<file path="src/rtl/core/bdl_pkg.sv">
`default_nettype none

package bdl_pkg;

  // Display geometry and blanking span
  localparam int DISPLAY_ROWS = 4;
  localparam int DISPLAY_COLS = 10;
  localparam int BLANK_WIDTH  = 10;

  // Request queue between front and back
  localparam int QUEUE_DEPTH = 2;
  localparam int QPTR_W      = (QUEUE_DEPTH > 1) ? $clog2(QUEUE_DEPTH) : 1;
  localparam int QCNT_W      = $clog2(QUEUE_DEPTH + 1);

  // Byte counter inside one row: spans a blank row or three glyphs
  localparam int CNT_MAX = (BLANK_WIDTH > 3) ? BLANK_WIDTH : 3;
  localparam int CNT_W   = $clog2(CNT_MAX);

  localparam logic [7:0] SPACE_CODE  = 8'd32;
  localparam logic [7:0] CURSOR_CMD  = 8'h80;
  localparam logic [7:0] LINE_ADDR_0 = 8'h00;
  localparam logic [7:0] LINE_ADDR_1 = 8'h40;
  localparam logic [7:0] LINE_ADDR_2 = 8'h0A;
  localparam logic [7:0] LINE_ADDR_3 = 8'h4A;

  // Column offsets of units and tens digits from pos_x
  localparam logic [7:0] COL_OFS_UNITS = 8'd6;
  localparam logic [7:0] COL_OFS_TENS  = 8'd3;

  // Divide by ten for 8-bit values: (n * 205) >> 11
  localparam logic [15:0] DIV10_MUL = 16'd205;

  localparam logic RS_CMD  = 1'b0;
  localparam logic RS_DATA = 1'b1;

  // One decoded draw request
  typedef struct packed {
    logic [7:0] pos_x;
    logic [7:0] pos_y;
    logic [3:0] d0;    // units
    logic [3:0] d1;    // tens
    logic [3:0] d2;    // hundreds
    logic [1:0] ndig;  // 1..3 digits shown
  } job_t;

  typedef enum logic [2:0] {
    S_IDLE,
    S_BLANK_CUR,
    S_BLANK_DATA,
    S_DIG_CUR,
    S_DIG_DATA
  } back_state_t;

  // Big-font glyph codes: top row cells 0..2, bottom row cells 3..5
  function automatic logic [7:0] glyph(input logic [3:0] digit, input logic [2:0] idx);
    logic [47:0] cells;
    case (digit)
      4'd1:    cells = {8'd32, 8'd3, 8'd32, 8'd32, 8'd2, 8'd32};
      4'd2:    cells = {8'd6, 8'd6, 8'd2, 8'd3, 8'd7, 8'd7};
      4'd3:    cells = {8'd6, 8'd6, 8'd2, 8'd7, 8'd7, 8'd5};
      4'd4:    cells = {8'd3, 8'd4, 8'd2, 8'd32, 8'd32, 8'd5};
      4'd5:    cells = {8'd0, 8'd6, 8'd6, 8'd7, 8'd7, 8'd5};
      4'd6:    cells = {8'd0, 8'd6, 8'd6, 8'd3, 8'd7, 8'd5};
      4'd7:    cells = {8'd1, 8'd1, 8'd5, 8'd32, 8'd0, 8'd32};
      4'd8:    cells = {8'd0, 8'd6, 8'd2, 8'd3, 8'd7, 8'd5};
      4'd9:    cells = {8'd0, 8'd6, 8'd2, 8'd7, 8'd7, 8'd5};
      default: cells = {8'd0, 8'd1, 8'd2, 8'd3, 8'd4, 8'd5};
    endcase
    glyph = cells[(5 - int'(idx)) * 8 +: 8];
  endfunction

  function automatic logic [7:0] line_addr(input logic [7:0] row);
    case (row)
      8'd0:    line_addr = LINE_ADDR_0;
      8'd1:    line_addr = LINE_ADDR_1;
      8'd2:    line_addr = LINE_ADDR_2;
      default: line_addr = LINE_ADDR_3;
    endcase
  endfunction

endpackage

`default_nettype wire

</file>
<file path="src/rtl/core/big_digit_lcd_command_stream.sv">
// Big-digit LCD command stream.
// Input channel (in_valid / in_stall): one draw request of pos_x, pos_y and
// number. Output channel (out_valid / out_stall): one controller byte per
// transfer, out_reg_select 0 for a cursor command and 1 for data (glyphs or
// spaces), out_last set on the final byte of a request.
// A front stage splits number into decimal digits and passes the request
// through a two-entry queue to a back sequencer that emits the bytes.
// The back sequencer loads one request at a time and gives each row a
// cursor slot (a skipped cursor is an empty slot) and its data bytes; it
// loads the next request only after the last byte of the current one. Up
// to 46 bytes go out per request. A request passes the front register, a
// queue entry, the sequencer's request register and the output register.
// Up to three requests (front stage plus queue) can wait behind the one
// being drawn; in_stall rises when they are all held.
// While out_stall is high and a byte is valid, the output register holds it
// and the sequencer freezes; the front accepts until it and the queue are full.
// Reset (rst_n low, synchronous) clears the front stage, empties the queue
// and returns the sequencer to idle; no output is valid after reset.
`default_nettype none

module big_digit_lcd_command_stream
  import bdl_pkg::*;
(
  input  wire logic       clk,
  input  wire logic       rst_n,
  input  wire logic       in_valid,
  output logic            in_stall,
  input  wire logic [7:0] in_pos_x,
  input  wire logic [7:0] in_pos_y,
  input  wire logic [7:0] in_number,
  output logic            out_valid,
  input  wire logic       out_stall,
  output logic            out_reg_select,
  output logic [7:0]      out_lcd_byte,
  output logic            out_last
);

  logic job_valid;
  job_t front_job;
  logic q_full;
  logic q_pop;
  logic q_nonempty;
  job_t q_head;

  bdl_front u_front (
    .clk       (clk),
    .rst_n     (rst_n),
    .in_valid  (in_valid),
    .in_stall  (in_stall),
    .in_pos_x  (in_pos_x),
    .in_pos_y  (in_pos_y),
    .in_number (in_number),
    .job_valid (job_valid),
    .job       (front_job),
    .job_full  (q_full)
  );

  bdl_queue u_queue (
    .clk      (clk),
    .rst_n    (rst_n),
    .push     (job_valid),
    .push_job (front_job),
    .full     (q_full),
    .pop      (q_pop),
    .nonempty (q_nonempty),
    .head     (q_head)
  );

  bdl_back u_back (
    .clk            (clk),
    .rst_n          (rst_n),
    .job_ready      (q_nonempty),
    .job_head       (q_head),
    .job_pop        (q_pop),
    .out_valid      (out_valid),
    .out_stall      (out_stall),
    .out_reg_select (out_reg_select),
    .out_lcd_byte   (out_lcd_byte),
    .out_last       (out_last)
  );

endmodule

`default_nettype wire

</file>
<file path="src/rtl/core/bdl_front.sv">
`default_nettype none

module bdl_front
  import bdl_pkg::*;
(
  input  wire logic       clk,
  input  wire logic       rst_n,
  input  wire logic       in_valid,
  output logic            in_stall,
  input  wire logic [7:0] in_pos_x,
  input  wire logic [7:0] in_pos_y,
  input  wire logic [7:0] in_number,
  output logic            job_valid,
  output job_t            job,
  input  wire logic       job_full
);

  logic        valid_r;
  job_t        job_r;
  job_t        job_nxt;
  logic [15:0] prod;
  logic [4:0]  q1;
  logic [1:0]  hund;
  logic [7:0]  units_w;
  logic [4:0]  tens_w;
  logic        take;

  // Split the number into decimal digits
  always_comb begin
    prod    = {8'd0, in_number} * DIV10_MUL;
    q1      = prod[15:11];
    units_w = in_number - 8'(q1) * 8'd10;
    if (in_number >= 8'd200) begin
      hund = 2'd2;
    end else if (in_number >= 8'd100) begin
      hund = 2'd1;
    end else begin
      hund = 2'd0;
    end
    tens_w = q1 - 5'(hund) * 5'd10;

    job_nxt.pos_x = in_pos_x;
    job_nxt.pos_y = in_pos_y;
    job_nxt.d0    = units_w[3:0];
    job_nxt.d1    = tens_w[3:0];
    job_nxt.d2    = {2'd0, hund};
    if (q1 == 5'd0) begin
      job_nxt.ndig = 2'd1;
    end else if (hund == 2'd0) begin
      job_nxt.ndig = 2'd2;
    end else begin
      job_nxt.ndig = 2'd3;
    end
  end

  // Holding stage in front of the queue
  assign in_stall  = valid_r && job_full;
  assign take      = in_valid && !in_stall;
  assign job_valid = valid_r;
  assign job       = job_r;

  always_ff @(posedge clk) begin
    if (!rst_n) begin
      valid_r <= 1'b0;
    end else if (take) begin
      valid_r <= 1'b1;
    end else if (!job_full) begin
      valid_r <= 1'b0;
    end
  end

  always_ff @(posedge clk) begin
    if (take) begin
      job_r <= job_nxt;
    end
  end

endmodule

`default_nettype wire

</file>
<file path="src/rtl/core/bdl_queue.sv">
`default_nettype none

module bdl_queue
  import bdl_pkg::*;
(
  input  wire logic clk,
  input  wire logic rst_n,
  input  wire logic push,
  input  job_t      push_job,
  output logic      full,
  input  wire logic pop,
  output logic      nonempty,
  output job_t      head
);

  job_t              mem_r [QUEUE_DEPTH];
  logic [QPTR_W-1:0] wr_ptr_r;
  logic [QPTR_W-1:0] rd_ptr_r;
  logic [QCNT_W-1:0] count_r;
  logic              do_push;
  logic              do_pop;

  assign full     = (count_r == QCNT_W'(QUEUE_DEPTH));
  assign nonempty = (count_r != '0);
  assign do_push  = push && !full;
  assign do_pop   = pop && nonempty;
  assign head     = mem_r[rd_ptr_r];

  // Pointer and fill count
  always_ff @(posedge clk) begin
    if (!rst_n) begin
      wr_ptr_r <= '0;
      rd_ptr_r <= '0;
      count_r  <= '0;
    end else begin
      if (do_push) begin
        wr_ptr_r <= (wr_ptr_r == QPTR_W'(QUEUE_DEPTH - 1)) ? '0 : wr_ptr_r + 1'b1;
      end
      if (do_pop) begin
        rd_ptr_r <= (rd_ptr_r == QPTR_W'(QUEUE_DEPTH - 1)) ? '0 : rd_ptr_r + 1'b1;
      end
      if (do_push && !do_pop) begin
        count_r <= count_r + 1'b1;
      end else if (do_pop && !do_push) begin
        count_r <= count_r - 1'b1;
      end
    end
  end

  // Entry storage
  always_ff @(posedge clk) begin
    if (do_push) begin
      mem_r[wr_ptr_r] <= push_job;
    end
  end

endmodule

`default_nettype wire

</file>
<file path="src/rtl/core/bdl_back.sv">
`default_nettype none

module bdl_back
  import bdl_pkg::*;
(
  input  wire logic       clk,
  input  wire logic       rst_n,
  input  wire logic       job_ready,
  input  job_t            job_head,
  output logic            job_pop,
  output logic            out_valid,
  input  wire logic       out_stall,
  output logic            out_reg_select,
  output logic [7:0]      out_lcd_byte,
  output logic            out_last
);

  back_state_t      state_r, state_nxt;
  logic             row_r, row_nxt;
  logic [CNT_W-1:0] cnt_r, cnt_nxt;
  logic [1:0]       dig_r, dig_nxt;
  job_t             job_r;

  logic       out_valid_r;
  logic       out_rs_r;
  logic [7:0] out_byte_r;
  logic       out_last_r;

  logic       adv;
  logic       emit;
  logic       emit_rs;
  logic [7:0] emit_byte;
  logic       emit_last;
  logic [7:0] cur_row;
  logic [7:0] cur_col;
  logic       cur_ok;
  logic [3:0] cur_digit;
  logic [2:0] gidx;
  logic       dig_final;

  // Output register moves when empty or being taken
  assign adv = !out_valid_r || !out_stall;

  // Cursor position, digit and glyph index of the current row
  always_comb begin
    cur_row = job_r.pos_y + 8'(row_r);
    case (dig_r)
      2'd0:    cur_col = job_r.pos_x + COL_OFS_UNITS;
      2'd1:    cur_col = job_r.pos_x + COL_OFS_TENS;
      default: cur_col = job_r.pos_x;
    endcase
    if (state_r == S_BLANK_CUR) begin
      cur_col = 8'd0;
    end
    cur_ok = (cur_row < 8'(DISPLAY_ROWS)) && (cur_col < 8'(DISPLAY_COLS));
    case (dig_r)
      2'd0:    cur_digit = job_r.d0;
      2'd1:    cur_digit = job_r.d1;
      default: cur_digit = job_r.d2;
    endcase
    gidx      = {1'b0, cnt_r[1:0]} + (row_r ? 3'd3 : 3'd0);
    dig_final = (dig_r == job_r.ndig - 2'd1);
  end

  // Sequencer: blank rows, then each digit row by row
  always_comb begin
    state_nxt = state_r;
    row_nxt   = row_r;
    cnt_nxt   = cnt_r;
    dig_nxt   = dig_r;
    job_pop   = 1'b0;
    emit      = 1'b0;
    emit_rs   = RS_DATA;
    emit_byte = SPACE_CODE;
    emit_last = 1'b0;
    case (state_r)
      S_IDLE: begin
        if (job_ready) begin
          job_pop   = 1'b1;
          row_nxt   = 1'b0;
          dig_nxt   = 2'd0;
          state_nxt = S_BLANK_CUR;
        end
      end
      S_BLANK_CUR, S_DIG_CUR: begin
        emit      = cur_ok;
        emit_rs   = RS_CMD;
        emit_byte = CURSOR_CMD | (line_addr(cur_row) + cur_col);
        cnt_nxt   = '0;
        state_nxt = (state_r == S_BLANK_CUR) ? S_BLANK_DATA : S_DIG_DATA;
      end
      S_BLANK_DATA: begin
        emit = 1'b1;
        if (cnt_r == CNT_W'(BLANK_WIDTH - 1)) begin
          row_nxt   = !row_r;
          state_nxt = row_r ? S_DIG_CUR : S_BLANK_CUR;
        end else begin
          cnt_nxt = cnt_r + 1'b1;
        end
      end
      S_DIG_DATA: begin
        emit      = 1'b1;
        emit_byte = glyph(cur_digit, gidx);
        if (cnt_r == CNT_W'(2)) begin
          row_nxt = !row_r;
          if (row_r && dig_final) begin
            emit_last = 1'b1;
            state_nxt = S_IDLE;
          end else begin
            if (row_r) begin
              dig_nxt = dig_r + 2'd1;
            end
            state_nxt = S_DIG_CUR;
          end
        end else begin
          cnt_nxt = cnt_r + 1'b1;
        end
      end
      default: begin
        state_nxt = S_IDLE;
      end
    endcase
    if (!adv) begin
      state_nxt = state_r;
      row_nxt   = row_r;
      cnt_nxt   = cnt_r;
      dig_nxt   = dig_r;
      job_pop   = 1'b0;
      emit      = 1'b0;
    end
  end

  // Sequencer registers
  always_ff @(posedge clk) begin
    if (!rst_n) begin
      state_r <= S_IDLE;
      row_r   <= 1'b0;
      cnt_r   <= '0;
      dig_r   <= 2'd0;
    end else begin
      state_r <= state_nxt;
      row_r   <= row_nxt;
      cnt_r   <= cnt_nxt;
      dig_r   <= dig_nxt;
    end
  end

  always_ff @(posedge clk) begin
    if (job_pop) begin
      job_r <= job_head;
    end
  end

  // Output register
  always_ff @(posedge clk) begin
    if (!rst_n) begin
      out_valid_r <= 1'b0;
    end else if (adv) begin
      out_valid_r <= emit;
    end
  end

  always_ff @(posedge clk) begin
    if (emit) begin
      out_rs_r   <= emit_rs;
      out_byte_r <= emit_byte;
      out_last_r <= emit_last;
    end
  end

  assign out_valid      = out_valid_r;
  assign out_reg_select = out_rs_r;
  assign out_lcd_byte   = out_byte_r;
  assign out_last       = out_last_r;

`ifndef SYNTHESIS
  a_last_is_data: assert property (@(posedge clk) disable iff (!rst_n)
    (out_valid_r && out_last_r) |-> (out_rs_r == RS_DATA))
    else $error("last marked on a command byte");

  a_final_sets_last: assert property (@(posedge clk) disable iff (!rst_n)
    (state_r == S_DIG_DATA && adv && row_r && dig_final && cnt_r == CNT_W'(2))
      |=> (out_valid_r && out_last_r && state_r == S_IDLE))
    else $error("final glyph did not close the request");

  a_digit_in_range: assert property (@(posedge clk) disable iff (!rst_n)
    (state_r == S_DIG_CUR || state_r == S_DIG_DATA) |-> (dig_r < job_r.ndig))
    else $error("digit index beyond digit count");

  a_pop_only_idle: assert property (@(posedge clk) disable iff (!rst_n)
    job_pop |-> (state_r == S_IDLE && job_ready))
    else $error("request popped while busy");
`endif

endmodule

`default_nettype wire
</file>
<file path="config.mk">
export PLATFORM = sky130hd
export DESIGN_NAME = big_digit_lcd_command_stream
export DESIGN_NICKNAME = d
export VERILOG_FILES = /design/src/rtl/core/bdl_pkg.sv /design/src/rtl/core/big_digit_lcd_command_stream.sv /design/src/rtl/core/bdl_front.sv /design/src/rtl/core/bdl_queue.sv /design/src/rtl/core/bdl_back.sv
export SDC_FILE = /design/constraint.sdc
export NUM_CORES = 1
export LEC_CHECK = 0
export CAP_MARGIN = 0
export CORE_MARGIN = 2
export CORE_UTILIZATION = 58
export CTS_CLUSTER_DIAMETER = 200
export DETAILED_ROUTE_END_ITERATION = 12
export DONT_BUFFER_PORTS = 1
export PLACE_DENSITY_LB_ADDON = 0.12
export SLEW_MARGIN = 20
export SYNTH_ARGS = -nofsm -noshare
export SYNTH_HDL_FRONTEND = slang
export SYNTH_SLANG_ARGS = --single-unit
</file>
<file path="constraint.sdc">
create_clock -name clk -period 7.1 [get_ports clk]
set_clock_uncertainty 0.05 [all_clocks]
set_input_delay 1.42 -clock clk [delete_from_list [all_inputs] [get_ports clk]]
set_output_delay 1.42 -clock clk [all_outputs]
set_load 0.05 [all_outputs]
</file>
==> results of run 1 <==
[where the power goes]
group | internal (mW) | total [mW] | switching, mW | leakage (nW)
Combinational | 0.460 | 1.11 | 0.648 | 1.72
Sequential | 1.14 | 1.33 | 0.189 | 1.27
Clock | 0.468 | 0.844 | 0.376 | 0.285
[synth_stat cells, drive strengths merged (8+ instances only)]
cell type	number
edfxtp	122
ha	77
inv	52
nand2	34
mux2	28
nor2	28
o21ai	27
a21oi	22
dfxtp	16
fa	13
xnor2	13
a21boi	11
nand2b	11
or3	11
nor3	10
and2	9
buf	9
nand4	8
[per-stage QoR]
| step | cells | setup slack (ns) | hold slack, ns | power (mW) |
|---|---|---|---|---|
| after detailed placement | 789 | 0.992 | 0.380 | 2.44 |
| after floorplan | 621 | 1.32 | 0.371 | 2.18 |
| final | 821 | 1.43 | 0.393 | 3.28 |
| after global placement | 789 | 1.14 | 0.372 | 2.43 |
| after CTS | 821 | 1.45 | 0.393 | 3.30 |
| after global routing | 821 | 1.08 | 0.411 | 3.49 |
[state kept, by name, indices dropped and copies added (netlist names)]
register	count
u_back.out_reg_select	1
u_queue.count_r	2
u_back.state_r	3
u_back.row_r	1
u_queue.wr_ptr_r	1
u_back.job_r	28
u_front.job_valid	1
u_back.out_valid	1
u_back.out_last	1
u_back.dig_r	2
u_front.job	28
u_back.cnt_r	4
u_back.out_lcd_byte	8
u_queue.mem_r	56
u_queue.rd_ptr_r	1
[layer usage]
metal  vias up  part of all wire (%)
li1       2346                     -
met1      2342                    42
met5         -                     0
met4         0                   3.3
met2       135                    51
met3        33                   3.8
[cell type report]
type | count | area (um^2) | area share, %
flip-flops and latches | 138 | 3980 | 46.7
repair buffers | 6 | 45.0 | 0.528
clock inverters | 15 | 156 | 1.83
inverters | 52 | 195 | 2.29
multi-input cells | 417 | 3510 | 41.1
clock buffers | 17 | 425 | 4.98
well taps | 176 | 220 | 2.58
[final timing paths]
check | to | slack (ns)
max | u_front.job[9] | 1.43
min | u_queue.mem_r[0][0] | 0.39
max reg2reg | u_back.out_lcd_byte[1] | 3.52
min reg2reg | u_queue.mem_r[0][0] | 0.39
[kinds of logic after synthesis]
kind of cell | synth area share [%]
and+or+nand+nor | 9.67
DFF | 51.2
AOI/OAI and AO/OA | 12.8
adders and majority gates | 15.7
buffers and inverters | 3.73
muxes | 4.70
xor gates and xnor gates | 2.14
==> key figures, run 1 <==
Run status
  • Status: complete, no violations

CTS
  • Num CTS Buffers: 17
  • # resized after CTS: 0
  • Cts hold-fix bufs: 0
  • Clock Path Buffers: 2
  • Clk_lat worst skew: 0.42 ns
  • Clock Tree Root: clkbuf_16
  • Clock slew at reported path FFs: 0.06 ns
  • # clock sinks: 138
  • CTS tree: done
  • H-tree depth: 4
  • Post-CTS Setup Inserts: 0

GRT
  • Met3 Track Usage GR: 5.23%
  • GRT Residual Overflow: 0
  • Vias in the first global route: 4860
  • Most Crowded Layer GR: met2
  • M1 GR Usage: approximately a quarter
  • GRT met2 Usage: a little under two fifths
  • Initial antenna violation count: 0
  • Pin count of the biggest net entering global routing: 31
  • Gr usage total: 21.3%
  • First-pass GRT wire length: 23400 um

Critical path
  • CP peak stage delay: 0.54 ns
  • Critical path arrival: 5.78 ns
  • Critical Path End Type: flop
  • Reg-to-Reg Start: u_back.dig_r[1]
  • Worst reg2reg path depth: 8
  • Worst path slowest cell: fa_1
  • Worst Path Required: 7.21 ns
  • Startpoint types: input pin
  • Worst-path fanout max: 5
  • CP Launch Point: in_number[1]
  • Number of cells on the critical path: 17
  • Critical-path cell list: ha_1 -> xor2_1 -> ha_1 -> fa_1 -> inv_1 -> fa_1 -> inv_1 -> ha_1 -> nand4_1 -> o21ai_0 -> nor3_1 -> nor3_1 -> ha_1 -> inv_1 -> fa_1 -> xor2_1 -> xnor2_1
  • CP Buf/Inv Count: 3
  • Delay-heaviest family, CP: adder cells
  • Critical Path Most Common Cell: ha_1
  • Critical path class: in2reg

Synth
  • Ys flop type: edfxtp_1
  • Mapped Cells: 621
  • Syn_nets: 739
  • Sequential area share after synthesis: 51.2%
  • Number of synthesized flops with an enable pin: 122
  • Synth area leader: edfxtp_1
  • Ranking of synthesized cells by area: edfxtp_1, ha_1, dfxtp_1
  • Yosys cell types: 83
  • Yosys reg bits: between 100 and 150
  • Yosys Warn Count: 0
  • Syn_area_per_cell: 12.5 um^2
  • Top-area cell type share of the netlist area: 47.1%
  • Cell area after synthesis: 0.00778 mm^2
  • Fraction of registers with async set/reset: 0%

Flow run
  • Max_cap viols: 0

Finish
  • Most frequent cells in the layout: edfxtp_1, ha_1, inv_1
  • Layout cells sized above 1: between 10% and 20%
  • Most common cell after layout, fill and taps aside: edfxtp_1
  • Util after Layout: between 60% and 70%
  • # diodes: 0
  • Final nets: 750
  • Final Instance Area: 0.00854 mm^2
  • Synth-to-layout area growth: 9.77%
  • Number of fill cells: 960

Placement
  • Area after DPL: about 0.0080 mm^2
  • Placed wire-length estimate: 10500 um
  • GPL Wtd Cong: 0.914
  • IO buf count: 0

Routing
  • ANT nets after route: 0
  • WL final: 14300 um
  • Vias per cell: 5.91
  • Drt pass-1 iters: 5
  • Via count: 4856
  • WL/cell: 17.4 um
  • Iter 0 DRT Violations: 291
  • # DRC: 0

Floorplan
  • Die area: about 0.014 mm^2
  • Starting Density: roughly three fifths
  • Die Ht: around 120 um
  • Cell Rows: 42
  • Die width: 120 um
  • Placeable Area: roughly 0.013 mm^2
  • I/O pin count: 40

Timing
  • Final Hold Vio Count: 0
  • Endpoints failing setup: 0
  • F_max: ~0.18 GHz
  • Slew HR: 32.4%
  • RSZ-0062 raised after global routing: false
  • Setup TNS: 0 ns
  • Period minus WS final: 5.67 ns
  • Final slew viol count: 0
  • Fin crit share: 79.8%
  • Worst slew pin tran: 1.01 ns

Pwr
  • VDD IR-drop max: 0.189 mV
  • Pleak: about 3.3 nW
  • PwrDens: 384 mW/mm^2

Worst hold path
  • Worst Hold Launch: u_front.job[0]
  • Hold Path Class: reg2reg
  • WHS Path Cells: 0
Power figures use the tool's default switching activity.
==> inputs of run 2 (changes only) <==
--- a/config.mk
+++ b/config.mk
@@ -5,6 +5,7 @@
 export SDC_FILE = /design/constraint.sdc
 export NUM_CORES = 1
 export LEC_CHECK = 0
+export ABC_AREA = 1
 export CAP_MARGIN = 0
 export CORE_MARGIN = 2
 export CORE_UTILIZATION = 58
==> constraint.sdc (replaced) <==
create_clock -name clk -period 5.4 [get_ports clk]
set_clock_uncertainty 0.05 [all_clocks]
set_input_delay 1.08 -clock clk [delete_from_list [all_inputs] [get_ports clk]]
set_output_delay 1.08 -clock clk [all_outputs]
set_load 0.05 [all_outputs]
==> key figures, run 2 <==
Run status
  • Status: complete, no violations

Synth
  • Yosys cell types: 38
  • Fraction of registers with async set/reset: 0%
  • Sequential area share after synthesis: roughly 51%
  • Fraction of the mapped netlist area in compound gates: roughly 5.4%
  • Synth Area in XOR/XNOR: 0.786%
  • Mapped Cells: 814
  • Main combinational cell family by area after synthesis: simple AND/OR/NAND/NOR gates
  • Number of synthesized flops with an enable pin: 122
  • Ys flop type: edfxtp_1
  • Simple-Gate Fraction of Synth Area: between 20% and 30%
  • Cell area after synthesis: 0.00780 mm^2
  • Yosys reg bits: 138
  • Top-area cell type share of the netlist area: 47.0%
  • Yosys Warn Count: 0
  • Adder-cell area share of the yosys netlist: 15.7%
  • Synth area leader: edfxtp_1
  • Ranking of synthesized cells by area: edfxtp_1, ha_1, nand2_1
  • Mux contribution to synthesized area: 0%
  • Post-synth top cells: nand2_1, edfxtp_1, inv_1
  • Syn_area_per_cell: between 9 and 10 um^2
  • Most frequent cell after synthesis: nand2_1
  • Syn_nets: 932

Timing
  • Period minus WS final: 4.89 ns
  • F_max: 0.204 GHz
  • Final Hold Vio Count: 0
  • Slew HR: around a third
  • Worst slew pin tran: 0.991 ns
  • Setup TNS: 0 ns
  • Final slew viol count: 0
  • Endpoints failing setup: 0
  • Fin crit share: roughly 91%
  • RSZ-0062 raised after global routing: false

Floorplan
  • Die Ht: 120 um
  • I/O pin count: 40
  • Cell Rows: 42
  • Starting Density: 59.1%
  • Die width: 120 um
  • Placeable Area: 0.0132 mm^2
  • Die area: 0.0144 mm^2

Routing
  • Iter 0 DRT Violations: 338
  • WL final: 15100 um
  • Via count: 5417
  • WL/cell: 14.8 um
  • # DRC: 0
  • Vias per cell: 5.32
  • ANT nets after route: 0
  • Drt pass-1 iters: 5

Critical path
  • Startpoint types: input pin
  • Critical Path End Type: flop
  • Critical Path Most Common Cell: nand2_1
  • CP peak stage delay: 0.54 ns
  • Critical path arrival: 5.01 ns
  • Worst Path Required: ~5.5 ns
  • Critical path class: in2reg
  • Worst-path fanout max: 4
  • CP Buf/Inv Count: 6
  • Critical-path cell list: ha_1 -> xor2_1 -> ha_1 -> fa_1 -> inv_1 -> fa_1 -> inv_1 -> ha_1 -> nand2_1 -> inv_1 -> nand2_1 -> nand2_1 -> inv_1 -> nand2_1 -> nand2_1 -> nand3b_1 -> nand2_1 -> ha_1 -> inv_1 -> fa_1 -> nand3b_1 -> nand2_1 -> xnor2_1 -> inv_1
  • Delay-heaviest family, CP: adder cells
  • Worst path slowest cell: fa_1

Finish
  • Most common cell after layout, fill and taps aside: nand2_1
  • Layout cells sized above 1: 8.42%
  • Final nets: 948
  • Largest register FFs: 56
  • Most frequent cells in the layout: nand2_1, edfxtp_1, inv_1
  • # diodes: 0
  • Biggest register: u_queue.mem_r
  • Synth-to-layout area growth: 10.4%

Placement
  • GPL Wtd Cong: a little under 0.9
  • Placed wire-length estimate: 11200 um
  • IO buf count: 0

CTS
  • CTS tree: done
  • Clock Path Buffers: 2
  • H-tree depth: 4
  • # resized after CTS: 0
  • Clock Tree Root: clkbuf_16
  • Clock slew at reported path FFs: 0.06 ns
  • Cts hold-fix bufs: 0
  • Clk_lat worst skew: ~0.41 ns
  • Post-CTS Setup Inserts: 0
  • # clock sinks: roughly 140
  • Num CTS Buffers: 17

GRT
  • Initial antenna violation count: 0
  • Pin count of the biggest net entering global routing: 31
  • Gr usage total: 22.5%
  • Vias in the first global route: around 5300
  • First-pass GRT wire length: 24900 um
  • GRT Residual Overflow: 0

Pwr
  • VDD IR-drop max: 0.354 mV
  • Pleak: 3.88 nW
  • Pwr Total: 4.84 mW
  • PwrDens: between 500 and 600 mW/mm^2

Flow run
  • Max_cap viols: 0

Worst hold path
  • Hold Path Class: reg2reg
run 2: cell count changes in the layout (fill, tap and decap cells not counted), sizes merged, moves of 9 or more:
cell,before,now
a21boi,11,2
mux2,28,0
nand2,34,260
or3,11,0
a21oi,22,31
nand2b,11,0
nor2,28,55
and2,9,0
xnor2,13,2
nand3,6,41
inv,60,117
run 2: path summary, 6_finish.rpt:
| check | start | end | slack [ns] | cells after the start |
|---|---|---|---|---|
| setup / recovery | in_number[1] | u_front.job[9] | 0.51 | 24 |
| hold / removal | u_front.job[7] | u_queue.mem_r[0][5] | 0.39 | 0 |
| setup reg to reg | u_back.dig_r[1] | u_back.out_lcd_byte[0] | 2.28 | 14 |
| hold reg to reg | u_front.job[7] | u_queue.mem_r[0][5] | 0.39 | 0 |
run 2: routing by layer:
layer  up-vias  GRT usage, %  routed length [um]
met2       134          37.0                7210
met4         0          11.6                 503
met3        37          4.80                 587
met1      2522          28.2                6800
met5         -             0                   0
li1       2724             -                   -
run 2: area by class of cell:
cell class / instances / area [um^2]
Sequential cell: 138 / 3980
Tap cell: 176 / 220
Fill cell: 1018 / 4580
Multi-Input combinational cell: 554 / 3360
Inverter: 113 / 427
Clock buffer: 19 / 433
Clock inverter: 13 / 143
Timing Repair Buffer: 6 / 45.0
run 2: kinds of logic after synthesis:
kind of cell               count (synthesis)
DFF                                      138
AOI/OAI and AO/OA                         73
adders and majority gates                 90
xor gates and xnor gates                   7
buffers and inverters                    122
and+or+nand+nor                          384
run 2: power breakdown:
group	switching [mW]	internal (mW)	total (mW)
Clock	0.434	0.684	1.12
Combinational	1.31	0.643	1.95
Sequential	0.235	1.54	1.77
Total	1.98	2.86	4.84
run 2: metrics by stage:
stage / cell area (um^2) / setup slack, ns / cells / utilization [%] / hold WS [ns]
final: 8610 / 0.505 / 1019 / 65.3 / 0.395
after global routing: 8610 / 0.227 / 1019 / 65.3 / 0.398
after floorplan: 7800 / 0.311 / 814 / - / 0.371
after CTS: 8610 / 0.502 / 1019 / 65.3 / 0.396
after detailed placement: 8040 / 0.0734 / 987 / 60.9 / 0.382
after global placement: 8040 / 0.170 / 987 / 60.9 / 0.372
run 2: worst register-to-register path, stage by stage, from the launching register on:
cell     delay, ns
dfxtp_1       0.33
inv_1         0.08
ha_1          0.48
nor2_2        0.17
a21oi_1       0.48
inv_1         0.17
ha_1          0.33
nor2_2        0.13
nand2_1       0.14
nand4_1       0.16
nand2_1       0.07
nand2_1       0.06
nand3_1       0.07
nand2_1       0.08
nand2_1       0.06
